==> config.mk <==
export PLATFORM = sky130hd
export DESIGN_NAME = fcfs_or_priority_ready_queue_core
export DESIGN_NICKNAME = d
export VERILOG_FILES = /design/src/rtl/fopq_pkg.sv /design/src/rtl/fopq_ram.sv /design/src/rtl/fcfs_or_priority_ready_queue_core.sv
export SDC_FILE = /design/constraint.sdc
export NUM_CORES = 1
export LEC_CHECK = 0
export BUFFER_PORTS_ARGS = -buffer_cell sky130_fd_sc_hd__buf_2
export CAP_MARGIN = 10
export CELL_PAD_IN_SITES_DETAIL_PLACEMENT = 1
export CELL_PAD_IN_SITES_GLOBAL_PLACEMENT = 2
export CORE_MARGIN = 4
export CORE_UTILIZATION = 45
export CTS_BUF_LIST = sky130_fd_sc_hd__clkbuf_2
export CTS_CLUSTER_DIAMETER = 40
export DETAILED_ROUTE_END_ITERATION = 7
export HOLD_SLACK_MARGIN = 0.03
export PLACE_DENSITY_LB_ADDON = 0.1
export SETUP_SLACK_MARGIN = 0.3
export SYNTH_ARGS = -nofsm -noshare
export SYNTH_HDL_FRONTEND = slang
export SYNTH_HIERARCHICAL = 1
export SYNTH_SLANG_ARGS = --single-unit
==> constraint.sdc <==
create_clock -name clk -period 4 [get_ports clk]
set_input_delay 0.6 -clock clk [delete_from_list [all_inputs] [get_ports clk]]
set_output_delay 0.6 -clock clk [all_outputs]
set_load 0.03 [all_outputs]
==> src/rtl/fopq_pkg.sv <==
`timescale 1ns / 1ps
package fopq_pkg;

  localparam int ENTRY_W = 16;

  localparam logic KIND_PUSH = 1'b0;
  localparam logic KIND_POP  = 1'b1;

  localparam logic MODE_FCFS = 1'b0;
  localparam logic MODE_PRIO = 1'b1;

  localparam logic [1:0] ST_PUSHED    = 2'd0;
  localparam logic [1:0] ST_POPPED    = 2'd1;
  localparam logic [1:0] ST_POP_EMPTY = 2'd2;
  localparam logic [1:0] ST_PUSH_FULL = 2'd3;

  typedef enum logic [2:0] {
    S_IDLE,
    S_SCAN_RD,
    S_SCAN_CMP,
    S_SHIFT,
    S_SH_WR,
    S_POP_RD,
    S_POP_DAT,
    S_RESP
  } fopq_state_t;

  typedef struct packed {
    logic [7:0] id;
    logic [7:0] prio;
  } fopq_entry_t;

endpackage

==> src/rtl/fopq_ram.sv <==
`timescale 1ns / 1ps
module fopq_ram #(
  parameter int WIDTH = 16,
  parameter int DEPTH = 16,
  parameter int AW    = (DEPTH > 1) ? $clog2(DEPTH) : 1
) (
  input  logic             clk,
  input  logic             we,
  input  logic [AW-1:0]    waddr,
  input  logic [WIDTH-1:0] wdata,
  input  logic [AW-1:0]    raddr,
  output logic [WIDTH-1:0] rdata
);

  logic [WIDTH-1:0] mem [DEPTH];

  always_ff @(posedge clk) begin
    if (we) begin
      mem[waddr] <= wdata;
    end
    rdata <= mem[raddr];
  end

endmodule

==> src/rtl/fcfs_or_priority_ready_queue_core.sv <==
`timescale 1ns / 1ps
// Pop reads the head entry; FCFS push writes at the tail; priority push scans the stored
// entries in order, then moves each later entry back one place before writing the new one.
// Pop on empty or push on full goes straight to the response. One word is in flight at a time.
// Each step is one access to the single-port entry RAM (registered read).
// in_ready is low from accept until the result is loaded, longer while a result waits.
// Synchronous active-low reset empties the queue and sets FCFS order; RAM not cleared.
module fcfs_or_priority_ready_queue_core #(
  parameter int DEPTH = 16
) (
  input  logic       clk,
  input  logic       rst_n,
  input  logic       cfg_valid,
  output logic       cfg_ready,
  input  logic       cfg_data,
  input  logic       in_valid,
  output logic       in_ready,
  input  logic       in_kind,
  input  logic [7:0] in_process_id,
  input  logic [7:0] in_priority_req,
  output logic       out_valid,
  input  logic       out_ready,
  output logic [1:0] out_status,
  output logic [7:0] out_process_id,
  output logic [7:0] out_priority,
  output logic [4:0] out_occupancy
);
  import fopq_pkg::*;

  localparam int AW = $clog2(DEPTH);
  localparam int CW = $clog2(DEPTH + 1);

  fopq_state_t state_r, state_nxt;

  logic          mode_r;
  logic [AW-1:0] head_r, head_nxt;
  logic [CW-1:0] count_r, count_nxt;
  logic [CW-1:0] idx_r, idx_nxt;
  logic [CW-1:0] pos_r, pos_nxt;
  logic          kind_r;
  logic [7:0]    pid_r;
  logic [7:0]    prio_r;
  logic [1:0]    res_status_r, res_status_nxt;
  fopq_entry_t   res_ent_r, res_ent_nxt;

  logic          out_valid_r;
  logic [1:0]    out_status_r;
  fopq_entry_t   out_ent_r;
  logic [4:0]    out_occ_r;
  logic          load_out;

  logic [CW-1:0] off;
  logic [AW:0]   addr_sum;
  logic [AW-1:0] addr;
  logic          we;
  fopq_entry_t   wdata;
  logic [ENTRY_W-1:0] rdata_raw;
  fopq_entry_t   rdata;
  logic          accept;

  assign accept    = in_valid && in_ready;
  assign in_ready  = (state_r == S_IDLE);
  assign cfg_ready = 1'b1;
  assign rdata     = fopq_entry_t'(rdata_raw);

  // shared address unit: logical offset from head, wrapped to DEPTH
  always_comb begin
    off = idx_r;
    if (state_r == S_POP_RD) begin
      off = '0;
    end else if (state_r == S_SHIFT && idx_r != pos_r) begin
      off = idx_r - CW'(1);
    end
    addr_sum = {1'b0, head_r} + (AW + 1)'(off);
    if (addr_sum >= (AW + 1)'(DEPTH)) begin
      addr_sum = addr_sum - (AW + 1)'(DEPTH);
    end
    addr = addr_sum[AW-1:0];
  end

  fopq_ram #(
    .WIDTH (ENTRY_W),
    .DEPTH (DEPTH),
    .AW    (AW)
  ) u_ram (
    .clk   (clk),
    .we    (we),
    .waddr (addr),
    .wdata (wdata),
    .raddr (addr),
    .rdata (rdata_raw)
  );

  always_ff @(posedge clk) begin
    if (!rst_n) begin
      state_r     <= S_IDLE;
      mode_r      <= MODE_FCFS;
      head_r      <= '0;
      count_r     <= '0;
      out_valid_r <= 1'b0;
    end else begin
      state_r <= state_nxt;
      head_r  <= head_nxt;
      count_r <= count_nxt;
      if (cfg_valid && cfg_ready) begin
        mode_r <= cfg_data;
      end
      if (load_out) begin
        out_valid_r <= 1'b1;
      end else if (out_ready) begin
        out_valid_r <= 1'b0;
      end
    end
  end

  always_ff @(posedge clk) begin
    idx_r        <= idx_nxt;
    pos_r        <= pos_nxt;
    res_status_r <= res_status_nxt;
    res_ent_r    <= res_ent_nxt;
    if (accept) begin
      kind_r <= in_kind;
      pid_r  <= in_process_id;
      prio_r <= in_priority_req;
    end
    if (load_out) begin
      out_status_r <= res_status_r;
      out_ent_r    <= res_ent_r;
      out_occ_r    <= 5'(count_r);
    end
  end

  always_comb begin
    state_nxt      = state_r;
    head_nxt       = head_r;
    count_nxt      = count_r;
    idx_nxt        = idx_r;
    pos_nxt        = pos_r;
    res_status_nxt = res_status_r;
    res_ent_nxt    = res_ent_r;
    we             = 1'b0;
    wdata          = rdata;
    load_out       = 1'b0;
    unique case (state_r)
      S_IDLE: begin
        if (accept) begin
          res_ent_nxt = '0;
          if (in_kind == KIND_POP) begin
            if (count_r == '0) begin
              res_status_nxt = ST_POP_EMPTY;
              state_nxt      = S_RESP;
            end else begin
              state_nxt = S_POP_RD;
            end
          end else if (count_r == CW'(DEPTH)) begin
            res_status_nxt = ST_PUSH_FULL;
            state_nxt      = S_RESP;
          end else if (mode_r == MODE_PRIO && count_r != '0) begin
            idx_nxt   = '0;
            state_nxt = S_SCAN_RD;
          end else begin
            pos_nxt   = count_r;
            idx_nxt   = count_r;
            state_nxt = S_SHIFT;
          end
        end
      end
      S_SCAN_RD: begin
        state_nxt = S_SCAN_CMP;
      end
      S_SCAN_CMP: begin
        if (prio_r < rdata.prio) begin
          pos_nxt   = idx_r;
          idx_nxt   = count_r;
          state_nxt = S_SHIFT;
        end else if (idx_r + CW'(1) == count_r) begin
          pos_nxt   = count_r;
          idx_nxt   = count_r;
          state_nxt = S_SHIFT;
        end else begin
          idx_nxt   = idx_r + CW'(1);
          state_nxt = S_SCAN_RD;
        end
      end
      S_SHIFT: begin
        if (idx_r == pos_r) begin
          we             = 1'b1;
          wdata.id       = pid_r;
          wdata.prio     = prio_r;
          count_nxt      = count_r + CW'(1);
          res_status_nxt = ST_PUSHED;
          state_nxt      = S_RESP;
        end else begin
          state_nxt = S_SH_WR;
        end
      end
      S_SH_WR: begin
        we        = 1'b1;
        idx_nxt   = idx_r - CW'(1);
        state_nxt = S_SHIFT;
      end
      S_POP_RD: begin
        state_nxt = S_POP_DAT;
      end
      S_POP_DAT: begin
        res_ent_nxt    = rdata;
        res_status_nxt = ST_POPPED;
        count_nxt      = count_r - CW'(1);
        head_nxt       = (head_r == AW'(DEPTH - 1)) ? '0 : head_r + AW'(1);
        state_nxt      = S_RESP;
      end
      S_RESP: begin
        if (!out_valid_r || out_ready) begin
          load_out  = 1'b1;
          state_nxt = S_IDLE;
        end
      end
      default: state_nxt = S_IDLE;
    endcase
  end

  assign out_valid      = out_valid_r;
  assign out_status     = out_status_r;
  assign out_process_id = out_ent_r.id;
  assign out_priority   = out_ent_r.prio;
  assign out_occupancy  = out_occ_r;

  a_busy_after_accept: assert property (@(posedge clk) disable iff (!rst_n)
    accept |=> !in_ready)
    else $error("queue ready again right after accept");

  a_count_bound: assert property (@(posedge clk) disable iff (!rst_n)
    count_r <= CW'(DEPTH))
    else $error("entry count above depth");

  a_pop_dec: assert property (@(posedge clk) disable iff (!rst_n)
    state_r == S_POP_DAT |=> count_r == $past(count_r) - CW'(1))
    else $error("pop did not drop one entry");

  a_empty_occ: assert property (@(posedge clk) disable iff (!rst_n)
    out_valid_r && out_status_r == ST_POP_EMPTY |-> out_occ_r == 5'd0)
    else $error("pop on empty with nonzero occupancy");

  a_kind_match: assert property (@(posedge clk) disable iff (!rst_n)
    state_r == S_SHIFT |-> kind_r == KIND_PUSH)
    else $error("shift walk on a pop word");

endmodule
==> results by group <==
Detailed routing
  – Vias post-DR: around 8000
  – DR iter-0 viols: about 560
  – Pre-Repair DR Iteration Count: 5
  – Drt via density: between 5 and 6
  – DRC violations left: 0
  – ANT nets after route: 0
  – Drt wl/cell: between 20 and 25 um
  – Post-Route WL: between 30 and 40 mm

Floorplan
  – Die H: 186 um
  – Ports: between 40 and 50
  – Initial Util: 46.1%
  – Full die area: about 0.035 mm^2
  – Die width: 186 um
  – Core Region: 0.0309 mm^2
  – # rows: 64

Timing
  – Final Hold Viols: 0
  – RSZ-0062 raised after global routing: yes
  – Final setup fails: 0
  – Clk_skew: 0.100 ns
  – Worst setup margin: between 0.3 and 0.4 ns
  – Fin crit period: between 3 and 4 ns
  – Worst slew margin: about 22%
  – Max Slew Vio Count: 0
  – Worst-Margin Slew: between 1 and 1.5 ns
  – Setup TNS Final: 0 ns
  – Fmax: 272 MHz
  – Fin crit share: 91.8%

Power
  – PD cells: between 700 and 800 mW/mm^2
  – Worst vdd rail ir drop: approximately 0.27 mV
  – P_leak: roughly 5.9 nW

Global route
  – Pin count of the biggest net entering global routing: 30
  – Gr ovfl total: 0
  – Gr usage total: a little over a fifth
  – First-pass GRT wire length: between 50 and 60 mm
  – Initial antenna violation count: 2
  – Vias in the first global route: 8684

Clock network
  – CTS max path bufs: 3
  – CTS clk-pin slew, worst paths: roughly 0.1 ns
  – H-tree levels: 3
  – Clock Sinks: approximately 350
  – Num CTS Buffers: between 80 and 90
  – Worst skew pair latency: 0.98 ns
  – CTS root buf: clkbuf_2
  – CTS tree: yes

Synth
  – Yosys Warn Count: 6
  – Synth Net Count: around 820
  – Dominant synthesized flop cell: edfxtp_1
  – Synthesized cell area: between 0.01 and 0.015 mm^2
  – Post-synth EDFFs: 323
  – Avg Inst Size Synth: approximately 18 um^2
  – Synth Instances: 777
  – #FFs+latches synth: approximately 350
  – Async S/R FF share, synth: 0%
  – Register area share after synthesis: between 70 and 80%
  – Yosys cell types: 67

Critical path
  – CP required: approximately 4.7 ns
  – Worst Path Max Fanout: 5
  – Crit end category: flop
  – Critical path type: reg -> reg
  – Critical path data arrival time: between 4 and 5 ns
  – Element type at the critical path start: flop

Final layout
  – Area Growth Syn to Fin: 16.5%
  – Nets@finish: 1011
  – Share of cells above drive strength 1: a little over a third

Outcome
  – Status: finished, final reports clean

Worst hold path
  – Hold Path Class: in -> reg

Place
  – Port Buf Inserts: 47
  – Setup WS pre-CTS: 0.0403 ns
  – Gpl congestion: 0.839
  – Final HPWL DP: approximately 24 mm

Flow run
  – Max_cap viols: 0
## flip-flops by register name, indices dropped and copies added (netlist names), 4 cells and up
signal and cells:
out_priority 8, prio_r 8, out_process_id 8, u_ram/rdata 16, head_r 4, res_ent_r 16, pid_r 8, count_r 5
pos_r 5, idx_r 5, out_occupancy 5, u_ram/mem 256
## synth_stat cells (12+ instances only)
cell type,count,area [um^2]
mux4_2,54,1220
nand2_1,47,176
xnor2_1,17,149
inv_1,19,71.3
dfxtp_1,30,601
o21ai_0,19,95.1
mux2_2,12,135
nor2_1,32,120
a22oi_1,32,240
clkbuf_1,14,52.6
ha_1,16,200
edfxtp_1,323,9700
## critical path, stage by stage (launching register included)
cell and delay, ns:
edfxtp_1 0.44, xnor2_2 0.18, and3_4 0.18, a21oi_4 0.15, mux2i_2 0.25, and2_1 0.17
ha_1 0.23, a21o_1 0.19, a21oi_2 0.16, xnor2_2 0.12, o2111ai_2 0.11, o31ai_4 0.14
buf_6 0.16, or3b_4 0.42, nor3_4 0.27, buf_4 0.20
## worst paths after layout
| kind | start | depth (start not counted) | slack [ns] | to |
|---|---|---|---|---|
| hold reg to reg | res_ent_r[12]$_SDFFCE_PN0P_ | 0 | 0.43 | out_process_id[4]$_DFFE_PP_ |
| hold / removal | in_priority_req[3] | 2 | 0.36 | prio_r[3]$_DFFE_PP_ |
| setup / recovery | idx_r[4]$_DFFE_PP_ | 15 | 0.33 | u_ram/mem[0][2]$_DFFE_PP_ |
| setup reg to reg | idx_r[4]$_DFFE_PP_ | 15 | 0.33 | u_ram/mem[0][2]$_DFFE_PP_ |
## metrics by stage
stage	area [um^2]	hold slack, ns	power [mW]	util [%]	std cells
after floorplan	14300	0.400	7.78	-	777
after global placement	15300	0.401	9.09	49.5	1239
after detailed placement	15300	0.406	9.21	49.5	1239
after CTS	16400	0.282	11.7	53.0	1416
after global routing	16600	0.270	12.4	53.7	1428
final	16600	0.365	11.7	53.7	1428
## final cells by class
class / count / area, um^2
sequential: 353 / 10300
fill: 2921 / 14300
tap: 396 / 495
clock inverter: 23 / 150
clock buffer: 127 / 636
antenna: 3 / 7.51
multi-input combinational: 363 / 3800
timing repair buffer: 143 / 1120
inverter: 20 / 77.6
## per-layer routing
layer  track usage, %  up-vias  wire [um]  part of all wire [%]
met1             28.3     4140      15500                    44
met2             34.5      228      17400                    49
met3             4.36       76       1520                   4.3
met5                0        -          0                     0
li1                 -     3531          -                     -
met4             6.97        0        946                   2.7
## cells in the final DEF (no fill, tap or decap), drive strengths merged, types with 3 or more instances in the layout
master,synthesis,final
a22oi,32,32
a31oi,3,3
mux2,12,12
nand2b,6,6
a21boi,5,5
or3,3,3
nand2,47,47
nand3,4,4
nor2,32,32
a21o,6,6
and2,9,9
inv,20,21
diode,0,3
dlygate4sd3,0,24
clkbuf,14,127
nor2b,5,5
ha,16,16
nor3,7,7
a21oi,10,10
buf,27,119
mux2i,4,4
o21a,3,3
xnor2,17,17
xor2,9,9
edfxtp,323,323
and3,12,12
clkinv,0,18
o21ai,19,19
dfxtp,30,30
a221o,4,4
mux4,64,64
o2111ai,4,4
## repair_timing
item | in CTS | in global routing
gates cloned | 0 | 2
setup buffers | 3 | 7
hold buffers | 24 | 0
hold endpoints to repair | 30 | 0
pin swaps | 1 | 7
endpoints found under the setup margin | 271 | 272
resized for setup | 12 | 34
## kinds of logic after synthesis
kind of cell | count (synthesis) | share of synthesized area [%]
flops | 353 | 72.3
mux | 80 | 11.6
simple gates | 136 | 4.90
other cells | 1 | 0.0263
compound gates | 101 | 5.43
buf+inv | 61 | 2.23
xor+xnor | 27 | 1.76
fa+ha+maj | 18 | 1.69
## power breakdown
group	switching, mW	internal (mW)	total, mW
Sequential	0.186	4.80	4.99
Clock	1.43	0.973	2.41
Combinational	2.51	1.79	4.29
Note: power is estimated with default switching activity, not from simulation.
